<file path="config.mk">
export PLATFORM = sky130hd
export DESIGN_NAME = tbs_ctrl
export DESIGN_NICKNAME = d
export VERILOG_FILES = /design/src/hw/rtl/tbs_pkg.sv /design/src/hw/rtl/tbs_ctrl.sv
export SDC_FILE = /design/constraint.sdc
export NUM_CORES = 1
export LEC_CHECK = 0
export ABC_AREA = 1
export BUFFER_PORTS_ARGS = -buffer_cell sky130_fd_sc_hd__buf_2
export CAP_MARGIN = 20
export CORE_ASPECT_RATIO = 1.2
export CORE_MARGIN = 2
export CORE_UTILIZATION = 31
export DETAILED_ROUTE_END_ITERATION = 16
export SYNTH_ARGS = -nofsm -noshare
export SYNTH_HDL_FRONTEND = slang
export SYNTH_SLANG_ARGS = --single-unit
</file>
<file path="constraint.sdc">
create_clock -name clk -period 2.38 [get_ports clk]
set_input_delay 0.476 -clock clk [delete_from_list [all_inputs] [get_ports clk]]
set_output_delay 0.476 -clock clk [all_outputs]
set_load 0.005 [all_outputs]
</file>
<file path="src/hw/rtl/tbs_pkg.sv">
// Shared types and constants for the trimmed bounding sphere block.
// Used by the top level, tbs_ctrl and tbs_dp; depends on nothing.
`default_nettype none
package tbs_pkg;

  localparam int MAX_VERTICES = 1024;
  localparam int FRAC_BITS    = 16;
  localparam int ADDR_W       = $clog2(MAX_VERTICES);
  localparam int CNT_W        = $clog2(MAX_VERTICES + 1);
  localparam int RMC_W        = 11;

  localparam logic [31:0]      BIAS        = 32'h8000_0000;
  localparam logic [RMC_W-1:0] RMC_RESET   = RMC_W'(20);
  localparam logic [31:0]      MINR_RESET  = 32'(1) << FRAC_BITS;
  localparam logic [4:0]       TOP_BIT     = 5'd31;
  localparam logic [4:0]       ROOT_STEPS  = 5'd31;
  localparam logic [63:0]      ROOT_ONE    = 64'(1) << 62;

  // Configuration register indexes
  localparam logic REG_RMC  = 1'b0;
  localparam logic REG_MINR = 1'b1;

  // Frame status codes
  localparam logic [1:0] FS_VALID = 2'd0;
  localparam logic [1:0] FS_NONE  = 2'd1;
  localparam logic [1:0] FS_OVF   = 2'd2;

  typedef enum logic [3:0] {
    S_IDLE, S_DECIDE, S_PASS, S_DRAIN, S_UPDATE, S_MUL, S_ROOT_PREP, S_ROOT, S_OUT
  } state_t;

  // How the end of a scene is resolved
  typedef enum logic [2:0] {
    DEC_OVF, DEC_NONE, DEC_TRIM, DEC_REF, DEC_FULL
  } dec_t;

  typedef struct packed {
    logic              load;
    logic              sel_start;
    logic              take_bounds;
    logic              rd_en;
    logic [ADDR_W-1:0] rd_addr;
    logic              pass_end;
    logic [4:0]        bit_idx;
    logic              mul_en;
    logic [1:0]        mul_axis;
    logic              acc_en;
    logic              root_init;
    logic              root_step;
    logic              out_load;
  } cmd_t;

  typedef struct packed {
    dec_t             dec;
    logic [CNT_W-1:0] count;
    logic             out_busy;
  } stat_t;

endpackage
`default_nettype wire

</file>
<file path="src/hw/rtl/tbs_ctrl.sv">
// Sequencer for the trimmed bounding sphere: load, selection passes,
// squaring, root and output. Depends on tbs_pkg.
`default_nettype none
module tbs_ctrl import tbs_pkg::*; (
  input  wire logic  clk,
  input  wire logic  rst,
  input  wire logic  in_valid,
  input  wire logic  in_last,
  output logic       in_ready,
  input  wire stat_t stat,
  output cmd_t       cmd
);

  state_t           state, state_next;
  logic [CNT_W-1:0] cnt, cnt_next;
  logic [4:0]       bit_idx, bit_idx_next;

  // State and counters
  always_ff @(posedge clk) begin
    if (rst) begin
      state   <= S_IDLE;
      cnt     <= '0;
      bit_idx <= '0;
    end else begin
      state   <= state_next;
      cnt     <= cnt_next;
      bit_idx <= bit_idx_next;
    end
  end

  // Next state and commands
  always_comb begin
    state_next   = state;
    cnt_next     = cnt;
    bit_idx_next = bit_idx;
    in_ready     = 1'b0;
    cmd          = '0;
    cmd.rd_addr  = cnt[ADDR_W-1:0];
    cmd.bit_idx  = bit_idx;
    cmd.mul_axis = cnt[1:0];
    unique case (state)
      S_IDLE: begin
        in_ready = 1'b1;
        if (in_valid) begin
          cmd.load = 1'b1;
          if (in_last) state_next = S_DECIDE;
        end
      end
      S_DECIDE: begin
        cnt_next = '0;
        unique case (stat.dec)
          DEC_TRIM: begin
            cmd.sel_start = 1'b1;
            bit_idx_next  = TOP_BIT;
            state_next    = S_PASS;
          end
          DEC_REF, DEC_FULL: begin
            cmd.take_bounds = 1'b1;
            state_next      = S_MUL;
          end
          default: state_next = S_OUT;
        endcase
      end
      S_PASS: begin
        cmd.rd_en = 1'b1;
        if (cnt == stat.count - CNT_W'(1)) begin
          state_next = S_DRAIN;
        end else begin
          cnt_next = cnt + CNT_W'(1);
        end
      end
      S_DRAIN: state_next = S_UPDATE;
      S_UPDATE: begin
        cmd.pass_end = 1'b1;
        cnt_next     = '0;
        if (bit_idx == 5'd0) begin
          state_next = S_MUL;
        end else begin
          bit_idx_next = bit_idx - 5'd1;
          state_next   = S_PASS;
        end
      end
      S_MUL: begin
        cmd.mul_en = (cnt < CNT_W'(3));
        cmd.acc_en = (cnt != '0);
        if (cnt == CNT_W'(3)) begin
          state_next = S_ROOT_PREP;
          cnt_next   = '0;
        end else begin
          cnt_next = cnt + CNT_W'(1);
        end
      end
      S_ROOT_PREP: begin
        cmd.root_init = 1'b1;
        bit_idx_next  = ROOT_STEPS;
        state_next    = S_ROOT;
      end
      S_ROOT: begin
        cmd.root_step = 1'b1;
        if (bit_idx == 5'd0) begin
          state_next = S_OUT;
        end else begin
          bit_idx_next = bit_idx - 5'd1;
        end
      end
      S_OUT: begin
        if (!stat.out_busy) begin
          cmd.out_load = 1'b1;
          state_next   = S_IDLE;
        end
      end
      default: state_next = S_IDLE;
    endcase
  end

endmodule
`default_nettype wire

</file>
==> results of run 1 <==
==> metrics by stage <==
stage,total power [uW],setup slack [ps],instance area [um^2],instances,utilization
global placement,1430,105,2210,451,0.363
floorplan,1170,428,1970,336,-
detailed placement,1420,67.6,2210,451,0.363
global route,1910,153,2280,455,0.374
CTS,1760,345,2280,455,0.374
finish,1740,357,2280,455,0.374
==> worst max-delay path, cell delays in order <==
cell	delay (ps)
buf_2	100
inv_1	100
ha_1	280
nand2_1	120
nor2_2	110
nand2_1	60
a21oi_1	140
nand3_1	90
nor2_1	110
nand2_2	70
nand2_4	70
nand2_1	230
nand2_1	130
a21oi_1	70
==> registers in the layout, indices dropped and copies added (netlist names) <==
register and count:
state 4, bit_idx 5, cnt 11
==> report_power, final <==
group / total, uW / internal [uW] / switching (uW)
clock: 333 / 224 / 109
combinational: 953 / 334 / 619
sequential: 454 / 403 / 51.4
==> cells in the mapped netlist (4+ instances only) <==
| master | number |
|---|---|
| nor2_1 | 36 |
| inv_2 | 8 |
| nand3_1 | 29 |
| dfxtp_1 | 20 |
| ha_1 | 5 |
| nand2_1 | 83 |
| xor2_1 | 10 |
| nand4_1 | 4 |
| nor2_2 | 5 |
| inv_1 | 49 |
| nor4_1 | 5 |
| o21ai_0 | 8 |
| buf_4 | 13 |
| a21oi_1 | 25 |
| nor3_1 | 8 |
| xnor2_1 | 4 |
==> cell families after synthesis <==
family | Yosys count
simple gates | 183
buf+inv | 75
compound gates | 39
flops | 20
xor+xnor | 14
fa+ha+maj | 5
==> worst paths after layout <==
| kind | endpoint | slack (ps) | depth (start not counted) |
|---|---|---|---|
| worst max-delay path | cnt[0]$_SDFFE_PP0P_ | 360 | 14 |
| worst min-delay path | bit_idx[2]$_SDFFE_PP0P_ | 500 | 2 |
| worst max register to register | cnt[7]$_SDFFE_PP0P_ | 560 | 10 |
| worst min register to register | bit_idx[2]$_SDFFE_PP0P_ | 500 | 2 |
==> layout make-up <==
class	instances	area, um^2
clock buffer	3	41.3
clock inverter	1	30.0
fill	676	3810
inverter	57	214
multi-input combinational	241	1220
sequential	20	400
tap	82	103
timing repair buffer	51	268
==> routing by layer <==
metal,track usage,up-vias,routed length [um]
met2,0.272,43,2560
met4,0.0318,0,48
met1,0.170,949,2290
met5,0,-,0
li1,-,1127,-
met3,0.0159,4,181
==> flow_metrics.py, run 1 <==
metrics = {
    "status": {
        "status": "finished clean",
    },
    "synth": {
        "synth_top_family_by_area": "simple AND/OR/NAND/NOR gates",
        "syn_area_per_cell_um2": 5.85,
        "synth_edf_count": 0,
        "synth_ff_type": "dfxtp_1",
        "ys_seq_area_frac": 0.204,
        "synth_xor_area_frac": 0.0623,
        "yosys-top-cells-area": "dfxtp_1, nand2_1, inv_1",
        "synth_compound_area_frac": 0.106,
        "synth-simple-area-share": 0.422,
        "syn_area_um2": 1970,
        "synth.top_cell.area_share": 0.204,
        "yosysUniqueCellTypes": 29,
        "ys_seq_elements": 20,
        "synth-warning-count": 0,
        "synth_nets": 360,
        "synth.area.mux_share": 0,
        "synthAdderAreaFrac": 0.0318,
        "postSynthCellCount": 336,
        "ys_async_sr_fraction": 0,
        "synth_largest_area_cell": "dfxtp_1",
    },
    "clock_tree": {
        "post_cts_resized": 0,
        "ctsHoldBuffers": 0,
        "clk_latency_ps": 250,
        "cts_tree": "yes",
        "cts_buffers": 3,
        "htree_levels": 1,
        "cts.sinks": 20,
        "clockRootBuffer": "clkbuf_8",
        "postCtsSetupBuffers": 0,
        "clkTransAtPathRegs_ps": 80,
        "clock_path_buffers": 2,
    },
    "placed_design": {
        "dpl.hpwl_um": 4190,
        "routabilityCongestion": 0.890,
        "port_buffers": 46,
    },
    "sta": {
        "period_share": 0.850,
        "rsz0062_at_grt": "false",
        "hold_viol": 0,
        "drv_slew": 0,
        "worst_pin_slew_ps": 480,
        "whs_ps": 496,
        "setup_viol": 0,
        "period_needed_ps": 2020,
        "clock.fmax_mhz": 494,
        "fin_setup_tns_ps": 0,
        "fin_worst_skew_ps": 8.20,
        "slew-limit-headroom": 0.679,
    },
    "global_route": {
        "grt_pass1_wl_um": 8420,
        "grt_pass1_vias": 1954,
        "grt_util_all_layers": 0.143,
        "grt_overflow": 0,
        "grt_max_degree": 14,
        "antenna_found_initial": 0,
    },
    "layout": {
        "num_antenna_cells": 0,
        "fin_nets": 398,
        "final_common_cell": "nand2_1",
        "final_cell_mix": "nand2_1, inv_1, buf_2, nor2_1, nand3_1",
        "layout-drive-gt1-share": 0.212,
        "area_delta_synth_final_pct": 15.9,
    },
    "hold_path": {
        "hold_start": "bit_idx[2]$_SDFFE_PP0P_",
        "hp-class": "reg2reg",
    },
    "route": {
        "drt-wirelength-per-cell_um": 11.2,
        "ant_nets": 0,
        "vias": 2123,
        "routed_wl_um": 5070,
        "drc": 0,
        "dr.pass1.iters": 4,
        "initialDrtViolationCount": 91,
        "vias_per_cell": 4.67,
    },
    "floorplanning": {
        "core_area_um2": 6090,
        "dieHeight_um": 91.3,
        "rows": 31,
        "io_pins": 47,
        "dieArea_um2": 7000,
        "die_w_um": 76.7,
        "initial_core_util": 0.323,
    },
    "setup_path": {
        "startpoint": "stat[1]",
        "start_kind": "input pin",
        "crit_path_end_kind": "flip-flop",
        "worstPathRequired_ps": 2510,
        "critPathArrivalTime_ps": 2150,
        "timing.rr.start": "state[2]$_SDFFE_PP0P_",
        "cp_max_fo": 11,
        "timing_worst_setup_path_type": "in2reg",
    },
    "pwr": {
        "ir_drop_uv": 471,
        "powerDensity_nw_per_um2": 764,
        "p_leak_uw": 0.00114,
    },
    "flow_run": {
        "maxCapViolCount": 0,
    },
}
Note: power is estimated with default switching activity, not from simulation.
==> inputs of run 2 (changes only) <==
==> constraint.sdc (replaced) <==
create_clock -name clk -period 1.9 [get_ports clk]
set_input_delay 0.38 -clock clk [delete_from_list [all_inputs] [get_ports clk]]
set_output_delay 0.38 -clock clk [all_outputs]
set_load 0.005 [all_outputs]
==> flow_metrics.py, run 2 (synthesized netlist as in run 1, its figures left out) <==
metrics = {
    "floorplanning": {
        "core_area_um2": 6090,
        "die_w_um": 76.7,
        "io_pins": 47,
        "dieHeight_um": 91.3,
        "dieArea_um2": 7000,
        "initial_core_util": 0.323,
        "rows": 31,
    },
    "sta": {
        "setup_ws_ps": 79.6,
        "worst_pin_slew_ps": 336,
        "setup_viol": 0,
        "hold_viol": 0,
        "fin_setup_tns_ps": 0,
        "clock.fmax_mhz": 549,
        "fin_worst_skew_ps": 4.70,
        "slew-limit-headroom": 0.774,
        "period_share": 0.958,
        "period_needed_ps": 1820,
        "rsz0062_at_grt": "false",
        "whs_ps": 459,
        "drv_slew": 0,
    },
    "global_route": {
        "antenna_found_initial": 0,
        "grt_util_all_layers": 0.151,
        "grt_max_degree": 14,
        "grt_overflow": 0,
        "grt_pass1_vias": 2133,
        "grt_pass1_wl_um": 8840,
    },
    "status": {
        "status": "finished clean",
    },
    "setup_path": {
        "start_kind": "flip-flop",
        "cp_cell_sequence": "inv_1 -> nand3_1 -> nor3_2 -> and3_1 -> buf_2",
        "cpMaxStageDelayCell": "dfxtp_1",
        "cp_max_fo": 5,
        "critPathArrivalTime_ps": 1440,
        "timing_worst_setup_path_type": "reg2out",
        "path_buf_inv": 2,
        "worstPathRequired_ps": 1520,
        "max_stage_delay_ps": 380,
        "cpLargestDelayFamily": "simple AND/OR/NAND/NOR gates",
        "crit_path_end_kind": "primary output",
    },
    "clock_tree": {
        "cts_buffers": 3,
        "clk_latency_ps": 260,
        "clkTransAtPathRegs_ps": 80,
        "clockRootBuffer": "clkbuf_8",
        "cts_tree": "yes",
        "cts.sinks": 20,
        "htree_levels": 1,
        "clock_path_buffers": 2,
    },
    "route": {
        "drt-wirelength-per-cell_um": 11.1,
        "dr.pass1.iters": 4,
        "routed_wl_um": 5200,
        "vias": 2199,
        "vias_per_cell": 4.68,
        "ant_nets": 0,
        "drc": 0,
        "initialDrtViolationCount": 101,
    },
    "flow_run": {
        "maxCapViolCount": 0,
    },
    "hold_path": {
        "hp-class": "in2reg",
    },
    "layout": {
        "final_cell_mix": "nand2_1, buf_2, inv_1, nor2_1, nand3_1",
        "fin_nets": 413,
        "largestRegisters": "cnt x11, bit_idx x5, state x4",
        "num_antenna_cells": 0,
        "design_area_um2": 2450,
        "top_register": "cnt",
        "layout-drive-gt1-share": 0.286,
        "area_delta_synth_final_pct": 24.4,
        "largest_register_ffs": 11,
        "utilization": 0.402,
        "final_common_cell": "nand2_1",
    },
    "placed_design": {
        "port_buffers": 46,
        "placed_area_um2": 2320,
        "dpl.hpwl_um": 4360,
        "pre_cts_ws_ps": -318,
        "routabilityCongestion": 0.935,
    },
    "pwr": {
        "ir_drop_uv": 487,
        "p_leak_uw": 0.00122,
        "powerDensity_nw_per_um2": 960,
    },
}
-- run 2: area by class of cell --
cell class | count | area (um^2)
inverter | 57 | 214
tap | 82 | 103
clock inverter | 1 | 30.0
timing repair buffer | 66 | 380
fill | 659 | 3640
clock buffer | 3 | 41.3
sequential | 20 | 403
multi-input combinational | 241 | 1270
-- run 2: timing repair --
action | in CTS | in global routing
pin swaps | 0 | 1
hold buffers | 0 | 0
gates resized for setup | 3 | 18
buffers inserted | 0 | 0
endpoints found under the setup margin | 13 | 20
-- run 2: report_power, final --
group | switching, uW | total (uW) | internal, uW
clock | 145 | 426 | 281
combinational | 842 | 1360 | 515
sequential | 61.2 | 565 | 504
-- run 2: final timing paths --
path	from	cells past startpoint	to	slack (ps)
worst max-delay path	cnt[9]$_SDFFE_PP0P_	5	cmd[6]	80
worst min register to register	bit_idx[2]$_SDFFE_PP0P_	2	bit_idx[2]$_SDFFE_PP0P_	510
worst min-delay path	rst	2	cnt[10]$_SDFFE_PP0P_	460
worst max register to register	cnt[7]$_SDFFE_PP0P_	11	state[3]$_SDFFE_PP0P_	200
-- run 2: through the flow --
step | power, uW | instances
floorplan | 1470 | 336
global placement | 1870 | 466
detailed placement | 1860 | 466
CTS | 2310 | 470
global route | 2550 | 470
finish | 2350 | 470
-- run 2: per-layer routing --
metal / vias up / global-route usage / wire (um)
met5: - / 0 / 0
met3: 8 / 0.0249 / 166
met4: 0 / 0.0576 / 89
li1: 1161 / - / -
met1: 981 / 0.174 / 2310
met2: 49 / 0.276 / 2630
==> inputs of run 3 (changes only) <==
--- a/config.mk
+++ b/config.mk
@@ -12,6 +12,7 @@
 export CORE_MARGIN = 2
 export CORE_UTILIZATION = 31
 export DETAILED_ROUTE_END_ITERATION = 16
+export SETUP_SLACK_MARGIN = 0.5
 export SYNTH_ARGS = -nofsm -noshare
 export SYNTH_HDL_FRONTEND = slang
 export SYNTH_SLANG_ARGS = --single-unit
==> flow_metrics.py, run 3 (synthesized netlist as in run 1, its figures left out) <==
metrics = {
    "pwr": {
        "p_leak_uw": 0.00149,
        "ir_drop_uv": 741,
        "powerDensity_nw_per_um2": 1030,
    },
    "clock_tree": {
        "cts_tree": "yes",
        "cts_buffers": 3,
        "clkTransAtPathRegs_ps": 70,
        "cts.sinks": 20,
        "clk_latency_ps": 260,
        "htree_levels": 1,
        "ctsHoldBuffers": 0,
        "clockRootBuffer": "clkbuf_8",
        "clock_path_buffers": 2,
    },
    "setup_path": {
        "cp_max_fo": 3,
        "crit_path_end_kind": "primary output",
        "cpMaxStageDelayCell": "dfxtp_4",
        "worstPathRequired_ps": 1520,
        "cp_cell_sequence": "inv_2 -> nand4_1 -> nor3_4 -> and3_1 -> buf_2",
        "timing_worst_setup_path_type": "reg2out",
        "critPathArrivalTime_ps": 1340,
        "start_kind": "flip-flop",
        "max_stage_delay_ps": 360,
        "reg2reg_depth": 14,
    },
    "placed_design": {
        "port_buffers": 46,
        "routabilityCongestion": 0.914,
        "dpl.hpwl_um": 4320,
        "pre_cts_ws_ps": -152,
        "placed_area_um2": 2340,
        "dpl.cell_count": 459,
    },
    "sta": {
        "slew-limit-headroom": 0.666,
        "hold_viol": 0,
        "period_needed_ps": 1720,
        "drv_slew": 0,
        "fin_worst_skew_ps": 6.85,
        "clock.fmax_mhz": 580,
        "worst_pin_slew_ps": 497,
        "setup_ws_ps": 177,
        "rsz0062_at_grt": "true",
        "period_share": 0.907,
        "setup_viol": 0,
    },
    "layout": {
        "design_area_um2": 3130,
        "stdcell_count": 507,
        "num_antenna_cells": 0,
        "fillers": 620,
        "utilization": 0.514,
        "final_common_cell": "nand2_1",
        "fin_nets": 451,
        "layout-drive-gt1-share": 0.518,
        "final_cell_mix": "nand2_1, buf_4, buf_2, inv_1, nor2_1",
        "top_register": "cnt",
        "largest_register_ffs": 11,
        "largestRegisters": "cnt x11, bit_idx x5, state x4",
        "area_delta_synth_final_pct": 59.1,
    },
    "route": {
        "drt-wirelength-per-cell_um": 13.1,
        "drc": 0,
        "vias_per_cell": 4.81,
        "initialDrtViolationCount": 83,
        "ant_nets": 0,
        "dr.pass1.iters": 4,
        "routed_wl_um": 6640,
        "vias": 2441,
    },
    "floorplanning": {
        "io_pins": 47,
        "core_area_um2": 6090,
        "die_w_um": 76.7,
        "dieArea_um2": 7000,
        "dieHeight_um": 91.3,
        "rows": 31,
        "initial_core_util": 0.323,
    },
    "global_route": {
        "grt_util_all_layers": 0.174,
        "antenna_found_initial": 0,
        "grt_max_degree": 14,
        "grt_pass1_vias": 2258,
        "grt_overflow": 0,
        "grt_pass1_wl_um": 10200,
    },
    "hold_path": {
        "min_delay_path_depth": 2,
        "hp-class": "in2reg",
    },
    "flow_run": {
        "maxCapViolCount": 0,
    },
    "status": {
        "status": "finished clean",
    },
}
==> run 3: cell types whose count changed in the layout (fill, tap and decap cells not counted), moves of 10 or more <==
cell,change
dfxtp_1,-12
nand2_1,-15
buf_4,+27
inv_2,+10
nand2_2,+10
inv_1,-19
==> run 3: area by class of cell <==
type	instances	area, um^2	area share
clock buffer	3	41.3	0.0132
inverter	57	236	0.0756
multi-input combinational	242	1560	0.499
sequential	20	438	0.140
tap	82	103	0.0328
timing repair buffer	103	748	0.239
==> run 3: through the flow <==
step / hold WS, ps / setup TNS, ps / power (uW)
after floorplan: 449 / 0 / 1560
after global placement: 487 / -1120 / 1920
after detailed placement: 486 / -1950 / 1930
after CTS: 467 / 0 / 2780
after global routing: 484 / 0 / 3430
final: 466 / 0 / 3230
==> run 3: timing repair <==
item	CTS	global route
endpoints found under the setup margin	30	31
resized for setup	91	37
pin swaps	24	20
cloned	1	0
setup buffers	29	15
==> run 3: routing by layer <==
metal | global-route usage | vias to the layer above | part of all wire
li1 | - | 1236 | -
met1 | 0.206 | 1132 | 0.40
met2 | 0.329 | 65 | 0.55
met3 | 0.0139 | 8 | 0.038
met4 | 0.0515 | 0 | 0.012
met5 | 0 | - | 0
==> run 3: critical path, delay by kind of cell, from the launching register on <==
kind	cells	cell delay (ps)
AND/OR/NAND/NOR	3	580
flip-flops	1	360
buffers and inverters	2	150
==> run 3: power breakdown <==
part / switching [uW] / leakage (uW) / total [uW] / internal (uW)
clock network: 142 / 0.0000216 / 283 / 141
registers: 101 / 0.000172 / 623 / 522
logic: 1290 / 0.00130 / 2320 / 1030
total: 1530 / 0.00149 / 3230 / 1700
==> run 3: final timing paths <==
check	endpoint	slack, ps	start
worst max-delay path	cmd[6]	180	cnt[7]$_SDFFE_PP0P_
worst min-delay path	cnt[4]$_SDFFE_PP0P_	470	rst
worst max register to register	cnt[1]$_SDFFE_PP0P_	200	cnt[4]$_SDFFE_PP0P_
worst min register to register	bit_idx[2]$_SDFFE_PP0P_	500	bit_idx[2]$_SDFFE_PP0P_
